### config.mk
export PLATFORM = sky130hd
export DESIGN_NAME = smma_cell
export DESIGN_NICKNAME = d
export VERILOG_FILES = /design/src/hdl/square_matrix_multiply_average_assert.svh /design/src/hdl/smma_pkg.sv /design/src/hdl/smma_cell.sv
export SDC_FILE = /design/constraint.sdc
export NUM_CORES = 1
export LEC_CHECK = 0
export ABC_AREA = 1
export BUFFER_PORTS_ARGS = -buffer_cell sky130_fd_sc_hd__clkbuf_2
export CAP_MARGIN = 20
export CORE_ASPECT_RATIO = 1.5
export CORE_UTILIZATION = 51
export CTS_CLUSTER_DIAMETER = 50
export DETAILED_ROUTE_END_ITERATION = 6
export MAX_ROUTING_LAYER = met4
export PLACE_DENSITY = 0.78
export SYNTH_ARGS = -nofsm -noshare
export SYNTH_HDL_FRONTEND = slang
export SYNTH_SLANG_ARGS = --single-unit
### constraint.sdc
create_clock -name clk -period 6.1 [get_ports clk]
set_input_delay 0.305 -clock clk [delete_from_list [all_inputs] [get_ports clk]]
set_output_delay 0.305 -clock clk [all_outputs]
set_load 0.03 [all_outputs]
### src/hdl/square_matrix_multiply_average_assert.svh
// Assertion macros for the square matrix multiply and average block.
// Used by the top level; expects clk and rst in scope.
`ifndef SQUARE_MATRIX_MULTIPLY_AVERAGE_ASSERT_SVH
`define SQUARE_MATRIX_MULTIPLY_AVERAGE_ASSERT_SVH

// same-cycle implication
`define SMMA_ASSERT_NOW(label, ante, cons, msg) \
  label: assert property (@(posedge clk) disable iff (rst) (ante) |-> (cons)) \
    else $error(msg);

// next-cycle implication
`define SMMA_ASSERT_NEXT(label, ante, cons, msg) \
  label: assert property (@(posedge clk) disable iff (rst) (ante) |=> (cons)) \
    else $error(msg);

`endif

### src/hdl/smma_pkg.sv
// Shared types and constants for the square matrix multiply and average block.
// No dependencies.
`timescale 1ns / 1ps

package smma_pkg;

  localparam int ELEM_W = 9;
  localparam int ACC_W  = 21;
  localparam int SUM_W  = 40;
  localparam int RES_W  = 32;
  localparam int DIVR_W = 11;
  localparam int IDX_W  = 3;

  localparam logic [DIVR_W-1:0] DIVISOR_RESET = 11'd1000;

  localparam logic FUNC_LOAD = 1'b0;
  localparam logic FUNC_AVG  = 1'b1;
  localparam logic KIND_PROD = 1'b0;
  localparam logic KIND_AVG  = 1'b1;
  localparam logic REG_AVG_DIVISOR = 1'b0;

  typedef enum logic [2:0] {
    ST_IDLE,
    ST_FEED,
    ST_FLUSH,
    ST_DRAIN,
    ST_AVG_RD,
    ST_AVG_LD,
    ST_AVG_DIV,
    ST_AVG_OUT
  } state_t;

  // operand token that walks along the cell chain
  typedef struct packed {
    logic                     valid;
    logic                     first;
    logic [IDX_W-1:0]         t;
    logic signed [ELEM_W-1:0] x;
  } tok_t;

  // controls broadcast to every cell
  typedef struct packed {
    logic             shift;
    logic             y_we;
    logic [IDX_W-1:0] y_row;
    logic [IDX_W-1:0] y_col;
  } cell_ctl_t;

endpackage

### src/hdl/smma_cell.sv
// One multiply-accumulate cell of the chain: holds one column of Y and one Z sum.
// Depends on smma_pkg.
`timescale 1ns / 1ps

module smma_cell import smma_pkg::*; #(
  parameter int DIM = 8,
  parameter int IDX = 0
) (
  input  logic                     clk,
  input  logic                     rst,
  input  cell_ctl_t                ctl,
  input  logic signed [ELEM_W-1:0] y_value,
  input  tok_t                     tok_in,
  output tok_t                     tok_out,
  input  logic signed [ACC_W-1:0]  acc_in,
  output logic signed [ACC_W-1:0]  acc_out
);

  localparam int CW = (DIM > 1) ? $clog2(DIM) : 1;

  logic signed [ELEM_W-1:0]   y_store [DIM];
  logic signed [2*ELEM_W-1:0] prod;
  logic signed [ACC_W-1:0]    prod_ext;
  logic signed [ACC_W-1:0]    acc;
  tok_t                       tok;

  assign prod     = tok_in.x * y_store[tok_in.t[CW-1:0]];
  assign prod_ext = {{(ACC_W-2*ELEM_W){prod[2*ELEM_W-1]}}, prod};

  always_ff @(posedge clk) begin
    if (ctl.y_we && ctl.y_col[CW-1:0] == CW'(IDX)) begin
      y_store[ctl.y_row[CW-1:0]] <= y_value;
    end
  end

  always_ff @(posedge clk) begin
    if (tok_in.valid) begin
      acc <= tok_in.first ? prod_ext : acc + prod_ext;
    end else if (ctl.shift) begin
      // move sums one cell towards the output end
      acc <= acc_in;
    end
  end

  always_ff @(posedge clk) begin
    if (rst) begin
      tok.valid <= 1'b0;
    end else begin
      tok.valid <= tok_in.valid;
    end
    tok.first <= tok_in.first;
    tok.t     <= tok_in.t;
    tok.x     <= tok_in.x;
  end

  assign tok_out = tok;
  assign acc_out = acc;

endmodule

==> summary.md <==
| Metric | Value |
|---|---|
| Post-synthesis sequential area ratio | `0.357` |
| Vert. Die Dim | `around 160 um` |
| GR peak layer | `met2` |
| Syn Inst Count | `980` |
| Post-DR vias/cell | `5.59` |
| Clk buf depth | `2` |
| Type of the most critical hold path | `input pin to flip-flop` |
| Area of the multi-input gates | `between 5000 and 6000 um2` |
| Core ar. | `between 15000 and 20000 um2` |
| Largest net degree at the start of global routing | `25` |
| CTS Root Buffer Type | `clkbuf_16` |
| Worst-path fanout max | `5` |
| Max Slew Vio Count | `0` |
| Synth Net Count | `1166` |
| Hold Fails Final Rpt | `0` |
| Outcome | `finished, violations left` |
| Dpl hpwl | `about 18000 um` |
| Clock tree from TritonCTS | `built` |
| Crit-path max cell delay | `0.51 ns` |
| Fmax | `about 160 MHz` |
| Tot GR Track Use | `0.293` |
| HP Start | `rst` |
| WS Path Type | `flip-flop to flip-flop` |
| CP dominant cell by count | `nand2_1` |
| Netlist Area Pre-Place | `roughly 8600 um2` |
| Minimum clock period | `between 6 and 7 ns` |
| Die ar. | `roughly 17000 um2` |
| # rows | `57` |
| Tcrit/Tclk final | `1.05` |
| Synth warn | `0` |
| Place WS | `-0.949 ns` |
| DRT antenna net count | `0` |
| WP buf/inv | `6` |
| Final setup viols | `8` |
| First-pass GRT wire length | `roughly 38000 um` |
| CP Data Required Time | `6.23 ns` |
| M1 GR Usage | `0.266` |
| Most frequent cells in the layout | `172 x nand2_1, 131 x inv_1, 120 x buf_4` |
| Initial DRC Count | `472` |
| First-pass DRT Iterations | `5` |
| Worst setup margin | `-0.330 ns` |
| Fraction of registers with async set/reset | `0` |
| Net total in the final layout | `about 1400` |
| CTS Buf Count | `9` |
| Final cell area excluding filler cells | `between 10000 and 15000 um2` |
| Failing checks | `negative setup slack` |
| Vias in the first global route | `just over 8000` |
| Crit path launch | `y_store[2][5]` |
| Drt total wl | `roughly 25000 um` |
| Clock transition at path regs | `~0.090 ns` |
| Worst Max-Slew Pin Slew | `just over 1 ns` |
| CP top delay family | `adder cells` |
| Worst Setup Start Kind | `flip-flop` |
| DP Area | `10100 um2` |
| # DRC | `0` |
| Post-synth EDFFs | `93` |
| IO Count | `just under 90` |
| Sequential cell area | `slightly above 3000 um2` |
| Max_cap viols | `0` |
| M3 GR Usage | `0.0456` |
| Commonest non-fill, non-tap cell in the layout | `nand2_1` |
| Wire length per cell | `17.8 um` |
| WP data arrival | `6.56 ns` |
| Remaining global-route overflow | `0` |
| Synth unique cells | `44` |
| Port Buffers | `88` |
| N_diodes | `0` |
| Reg2reg start | `y_store[2][5]` |
| Layout cell share with drive strength beyond 1 | `0.327` |
| Die Wd | `approximately 110 um` |
| Mapped Avg Cell Area | `~9 um2` |
| Crit-path slowest cell | `fa_1` |
| Flops & latches, synth | `~110` |
| GP Congestion | `a little over 1` |
| RSZ-0062 raised after global routing | `true` |
| Sink Count | `107` |
| Via count | `slightly below 8000` |
| Htree depth | `3` |
| Main flop type after synthesis | `edfxtp_1` |
| Clock Latency Late Sink | `approximately 0.37 ns` |
| Antenna violations before repair | `0` |
| Starting Density | `0.527` |
| Critical Path End Type | `flip-flop` |
| Final Skew | `~0.014 ns` |
| # fillers | `1192` |
| GR Layer Usage met2 | `0.544` |
| Slew HR | `0.319` |
| Hold WS | `just under 0.08 ns` |
| Area growth, synth to finish | `30.8%` |
-- state kept, by name, summed over array words and instances (netlist names) --
register  count
acc_out      21
tok_out      14
y_store      72
-- path summary, 6_finish.rpt --
check                                   end  slack, ns  depth (start not counted)
worst min register to register   acc_out[0]       0.80                          3
worst min-delay path            tok_out[13]       0.08                          2
worst max-delay path            acc_out[19]      -0.33                         34
worst max register to register  acc_out[19]      -0.33                         34
-- synth_stat cells, drive strengths merged, types with 4 or more instances --
library cell	count	area, um2
o21ai	68	344
xor2	8	70.1
a21oi	41	220
edfxtp	93	2790
xnor2	9	78.8
nand3	43	230
fa	71	1420
dfxtp	14	280
a31oi	5	31.3
nor2	135	519
or2	4	25.0
nand2	209	797
ha	61	763
inv	149	562
nor3	8	50.1
buf	13	86.3
clkbuf	7	26.3
nand4	7	43.8
o221ai	14	123
-- timing repair --
action / 4_1_cts / 5_1_grt
gates resized for setup: 72 / 99
buffers inserted: 11 / 7
pin swaps: 32 / 66
setup endpoints to repair: 11 / 12
hold buffers: 0 / 0
gates cloned: 2 / 0
hold endpoints to repair: 0 / 0
-- metal layers --
layer / up-vias / part of all wire
li1: 3620 / -
met1: 3712 / 0.33
met2: 353 / 0.55
met3: 144 / 0.051
met4: 0 / 0.074
met5: - / 0
-- layout make-up --
class	count	share of cell area
Timing Repair Buffer	218	0.135
Sequential cell	107	0.273
Multi-Input combinational cell	702	0.489
Inverter	151	0.0515
Clock inverter	7	0.00879
Clock buffer	9	0.0200
Timing Repair inverter	1	0.000556
Tap cell	206	0.0229
-- logic make-up after synthesis --
kind of cell	share of synthesized area
AOI/OAI and AO/OA	0.0936
xor gates and xnor gates	0.0173
adders and majority gates	0.254
buffers and inverters	0.0793
DFF	0.357
and+or+nand+nor	0.199
-- per-stage QoR --
stage / setup TNS [ns] / utilization / std cells
floorplan: 0 / - / 980
global placement: -5.75 / 0.618 / 1365
detailed placement: -6.82 / 0.618 / 1365
CTS: -0.279 / 0.661 / 1394
global route: -4.09 / 0.689 / 1401
finish: -1.15 / 0.689 / 1401
Power is left out: the tool's default activity adds up to more than one toggle a clock period on the data nets, which glitch-free logic cannot reach.
