==> src/hdl/square_matrix_multiply_average_assert.svh <==
// Assertion macros for the square matrix multiply and average block.
// Used by the top level; expects clk and rst in scope.
`ifndef SQUARE_MATRIX_MULTIPLY_AVERAGE_ASSERT_SVH
`define SQUARE_MATRIX_MULTIPLY_AVERAGE_ASSERT_SVH

// same-cycle implication
`define SMMA_ASSERT_NOW(label, ante, cons, msg) \
  label: assert property (@(posedge clk) disable iff (rst) (ante) |-> (cons)) \
    else $error(msg);

// next-cycle implication
`define SMMA_ASSERT_NEXT(label, ante, cons, msg) \
  label: assert property (@(posedge clk) disable iff (rst) (ante) |=> (cons)) \
    else $error(msg);

`endif

==> src/hdl/smma_pkg.sv <==
// Shared types and constants for the square matrix multiply and average block.
// No dependencies.
`timescale 1ns / 1ps

package smma_pkg;

  localparam int ELEM_W = 9;
  localparam int ACC_W  = 21;
  localparam int SUM_W  = 40;
  localparam int RES_W  = 32;
  localparam int DIVR_W = 11;
  localparam int IDX_W  = 3;

  localparam logic [DIVR_W-1:0] DIVISOR_RESET = 11'd1000;

  localparam logic FUNC_LOAD = 1'b0;
  localparam logic FUNC_AVG  = 1'b1;
  localparam logic KIND_PROD = 1'b0;
  localparam logic KIND_AVG  = 1'b1;
  localparam logic REG_AVG_DIVISOR = 1'b0;

  typedef enum logic [2:0] {
    ST_IDLE,
    ST_FEED,
    ST_FLUSH,
    ST_DRAIN,
    ST_AVG_RD,
    ST_AVG_LD,
    ST_AVG_DIV,
    ST_AVG_OUT
  } state_t;

  // operand token that walks along the cell chain
  typedef struct packed {
    logic                     valid;
    logic                     first;
    logic [IDX_W-1:0]         t;
    logic signed [ELEM_W-1:0] x;
  } tok_t;

  // controls broadcast to every cell
  typedef struct packed {
    logic             shift;
    logic             y_we;
    logic [IDX_W-1:0] y_row;
    logic [IDX_W-1:0] y_col;
  } cell_ctl_t;

endpackage

==> src/hdl/smma_div.sv <==
// Restoring divider, one quotient bit per cycle, for the average pass.
// Depends on smma_pkg.
`timescale 1ns / 1ps

module smma_div import smma_pkg::*; (
  input  logic              clk,
  input  logic              rst,
  input  logic              start,
  input  logic [SUM_W-1:0]  dividend,
  input  logic [DIVR_W-1:0] divisor,
  output logic              busy,
  output logic [SUM_W-1:0]  quotient
);

  localparam int CNT_W = $clog2(SUM_W + 1);

  logic [CNT_W-1:0]  cnt;
  logic [DIVR_W-1:0] rem;
  logic [DIVR_W-1:0] dvs;
  logic [SUM_W-1:0]  quo;
  logic [DIVR_W:0]   rem_sh;
  logic              fits;

  assign rem_sh = {rem, quo[SUM_W-1]};
  assign fits   = rem_sh >= {1'b0, dvs};

  always_ff @(posedge clk) begin
    if (rst) begin
      busy <= 1'b0;
    end else if (start) begin
      busy <= 1'b1;
    end else if (busy && cnt == CNT_W'(1)) begin
      busy <= 1'b0;
    end
  end

  always_ff @(posedge clk) begin
    if (start) begin
      cnt <= CNT_W'(SUM_W);
      rem <= '0;
      quo <= dividend;
      dvs <= (divisor == '0) ? DIVR_W'(1) : divisor;
    end else if (busy) begin
      cnt <= cnt - CNT_W'(1);
      rem <= fits ? DIVR_W'(rem_sh - {1'b0, dvs}) : rem_sh[DIVR_W-1:0];
      quo <= {quo[SUM_W-2:0], fits};
    end
  end

  assign quotient = quo;

endmodule

==> config.mk <==
export PLATFORM = sky130hd
export DESIGN_NAME = smma_div
export DESIGN_NICKNAME = d
export VERILOG_FILES = /design/src/hdl/square_matrix_multiply_average_assert.svh /design/src/hdl/smma_pkg.sv /design/src/hdl/smma_div.sv
export SDC_FILE = /design/constraint.sdc
export NUM_CORES = 1
export LEC_CHECK = 0
export ABC_AREA = 0
export ABC_CLOCK_PERIOD_IN_PS = 2300
export BUFFER_PORTS_ARGS = -buffer_cell sky130_fd_sc_hd__buf_2
export CORE_MARGIN = 4
export CORE_UTILIZATION = 34
export CTS_BUF_LIST = sky130_fd_sc_hd__clkbuf_4
export DETAILED_ROUTE_END_ITERATION = 10
export PLACE_DENSITY_LB_ADDON = 0.1
export SETUP_SLACK_MARGIN = 0.1
export SLEW_MARGIN = 40
export SYNTH_ARGS = -nofsm -noshare
export SYNTH_HDL_FRONTEND = slang
export SYNTH_SLANG_ARGS = --single-unit
==> constraint.sdc <==
create_clock -name clk -period 2.3 [get_ports clk]
set_input_delay 0.345 -clock clk [delete_from_list [all_inputs] [get_ports clk]]
set_output_delay 0.345 -clock clk [all_outputs]
set_load 0.005 [all_outputs]
==> run_results.csv <==
group,metric,value,unit
worst_setup_path,cp.arrival,2.56,ns
drt,drc_errors,0,
global_route,grt_max_degree,50,
floorplan,num_rows,36,
timing,finalSetupViolations,0,
placement,pre_cts_slack,0.0439,ns
cts,cts_tree,"built",
worst_setup_path,worst-endpoint-required,2.61,ns
cts,htreeDepth,3,
worst_hold_path,hold_path_class,"in2reg",
placement,place_hpwl,5.31,mm
synth,syn_inst,282,
cts,numCtsBuffers,9,
synth,synth_edf_count,51,
final_layout,layout_common_cells,"buf_2, edfxtp_1, mux2_2",
floorplan,fp.dieH,109,µm
timing,tightest_slew,0.396,ns
power_and_ir_drop,p_total,3.17,mW
floorplan,initial_utilization,35.1,%
placement,gp_congestion,0.815,
worst_setup_path,critPathMaxFanout,7,
placement,portBuffers,94,
synth,synth_seq_cells,69,
final_layout,fillers,938,
floorplan,coreArea,9860,µm²
drt,first_pass_iters,4,
timing,final_max_slew_viol_count,0,
job,maxCapViolCount,0,
final_layout,drive_gt1_share,47.8,%
global_route,grt_pass1_vias,2304,
worst_setup_path,worst_setup_path_start_kind,"register",
final_layout,diodes,0,
synth,synthDistinctLibCells,45,
synth,syn-num-nets,350,
worst_setup_path,critPathSlowestCell,"edfxtp_1",
floorplan,dieArea,11900,µm²
timing,period_minus_slack,2.24,ns
floorplan,die_w,109,µm
cts,cts.sinks,69,
worst_setup_path,crit_path_end_kind,"register",
power_and_ir_drop,peakVddDrop,329,µV
synth,synth.avg_cell_area,12.3,µm²
synth,yosys_warnings,0,
timing,setup_slack,0.0574,ns
power_and_ir_drop,pwr_density_cell,721,nW/µm²
worst_setup_path,crit_chain,"ha_4 -> fa_2 -> nor2b_2 -> o31a_1 -> o21ai_4 -> o21ai_4 -> buf_6 -> o31ai_1 -> a311oi_1",
worst_setup_path,worstSetupStartpoint,"dvs[0]$_SDFFCE_PN1P_",
timing,hold_ws,0.0879,ns
worst_setup_path,slowest_delay,0.44,ns
timing,fin_tns_setup,0,ns
floorplan,io_pins,95,
synth,synthesis.area,3470,µm²
global_route,grt_use_total,12.3,%
synth,async_reset_ff_share,0,%
drt,ant_nets,0,
synth,synthFlopType,"edfxtp_1",
drt,finalWirelength,7.37,mm
drt,drt_iter0_drc,77,
cts,clockBufferDepth,2,
worst_setup_path,reg2reg_slack,0.06,ns
global_route,grt_pass1_wl,11.2,mm
synth,ys_seq_area_share,54.6,%
timing,rsz0062_at_grt,"yes",
worst_setup_path,r2r-end,"rem[10]$_SDFFE_PP0P_",
timing,relSlewSlack,73.3,%
cts,clk_latency,0.41,ns
timing,finalHoldViolCount,0,
global_route,antenna_found_initial,0,
timing,max_freq,0.446,GHz
worst_setup_path,r2r_start,"dvs[0]$_SDFFCE_PN1P_",
worst_setup_path,crit_top_cell,"o21ai_4",
timing,skew,0.0135,ns
worst_setup_path,reg2regPathDepth,9,
cts,cts.clk_slew.worst_paths,0.11,ns
global_route,grt_remaining_overflow,0,
drt,routedWlPerCell,14.1,µm
drt,via_per_inst,4.63,
worst_setup_path,crit_end,"rem[10]$_SDFFE_PP0P_",
power_and_ir_drop,p_leak,1.81,nW
final_layout,syn2layout_area_growth,27.0,%
cts,cts_hold_buffers,0,
final_layout,fin_nets,452,
timing,fin_crit_sh,97.5,%
cts,cts-root-buf,"clkbuf_4",
run_status,status,"finished clean",
final_layout,final_common_cell,"buf_2",
worst_setup_path,path_class,"reg2reg",
drt,vias,2415,
==> cell families after synthesis <==
logic type	synth area share, %
AND/OR/NAND/NOR	8.66
adder cells (fa/ha/maj)	5.27
flip-flops	54.6
buffers and inverters	4.77
multiplexers	15.5
XOR/XNOR	2.27
AO/OA/AOI/OAI	8.99
==> where the power goes <==
group | internal, mW | switching, mW
Sequential | 1.48 | 0.0691
Clock | 0.463 | 0.438
Combinational | 0.379 | 0.345
==> state kept, by name, indices dropped and copies added (netlist names) <==
| signal | flops |
|---|---|
| busy | 1 |
| cnt | 6 |
| dvs | 11 |
| quotient | 40 |
| rem | 11 |
==> cell usage after synthesis, drive strengths merged (2+ instances only) <==
library cell | n | area, µm²
o21a | 2 | 15.0
a21oi | 7 | 35.0
o22ai | 2 | 12.5
nand2b | 7 | 43.8
o21ai | 12 | 67.6
a211oi | 9 | 72.6
buf | 2 | 22.5
o31a | 2 | 17.5
nor4 | 5 | 37.5
ha | 13 | 163
inv | 17 | 63.8
nor3 | 2 | 10.0
dfxtp | 18 | 360
nor2 | 20 | 75.1
clkbuf | 20 | 75.1
edfxtp | 51 | 1530
mux2i | 7 | 70.1
nor2b | 2 | 12.5
o211ai | 2 | 15.0
or3 | 2 | 12.5
nand2 | 9 | 33.8
nand3b | 2 | 15.0
nand3 | 4 | 25.0
a311oi | 2 | 17.5
mux2 | 41 | 465
xnor2 | 8 | 70.1
nor3b | 2 | 15.0
==> timing repair <==
| action | in CTS | in global routing |
|---|---|---|
| pin swaps | 3 | 13 |
| gates resized for setup | 0 | 10 |
| setup endpoints to repair | 11 | 11 |
| cloned | 0 | 0 |
| setup buffers | 1 | 3 |
==> critical path: cells and delay by family, from the launching register on <==
kind                       cells  cell delay, ns
AOI/OAI and AO/OA              5            0.82
adders and majority gates      2            0.59
buffers and inverters          1            0.16
DFF                            1            0.44
and+or+nand+nor                1            0.13
==> through the flow <==
step	area, µm²	instances	utilization [%]
finish	4400	522	44.6
global route	4400	522	44.6
CTS	4340	519	44.0
detailed placement	4180	502	42.3
global placement	4180	502	42.3
floorplan	3500	282	-
==> routing by layer <==
metal / routed length [µm] / vias up / track usage (%)
li1: - / 1231 / -
met1: 3260 / 1119 / 16.1
met2: 3590 / 57 / 19.2
met3: 430 / 8 / 3.85
met4: 83 / 0 / 4.06
met5: 0 / - / 0
==> worst min path at each step <==
stage	from	endpoint	slack, ns	cells after the start
final	rst	busy$_SDFFE_PP0P_	0.09	2
after global routing	rst	busy$_SDFFE_PP0P_	0.05	2
after CTS	rst	busy$_SDFFE_PP0P_	0.06	2
after detailed placement	cnt[5]$_SDFFE_PP1P_	cnt[5]$_SDFFE_PP1P_	0.49	2
after global placement	cnt[0]$_SDFFE_PP0P_	cnt[0]$_SDFFE_PP0P_	0.48	2
after floorplan	rst	busy$_SDFFE_PP0P_	0.42	1
==> layout make-up <==
class                      instances  area (µm²)  share of cell area (%)
inverter                          18        67.6                    1.53
clock buffer                      11        82.6                    1.88
sequential                        69        1890                    43.0
timing repair buffer             113         649                    14.7
tap                              133         166                    3.78
multi-input combinational        173        1470                    33.3
clock inverter                     5        77.6                    1.76
Note: power is estimated with default switching activity, not from simulation.
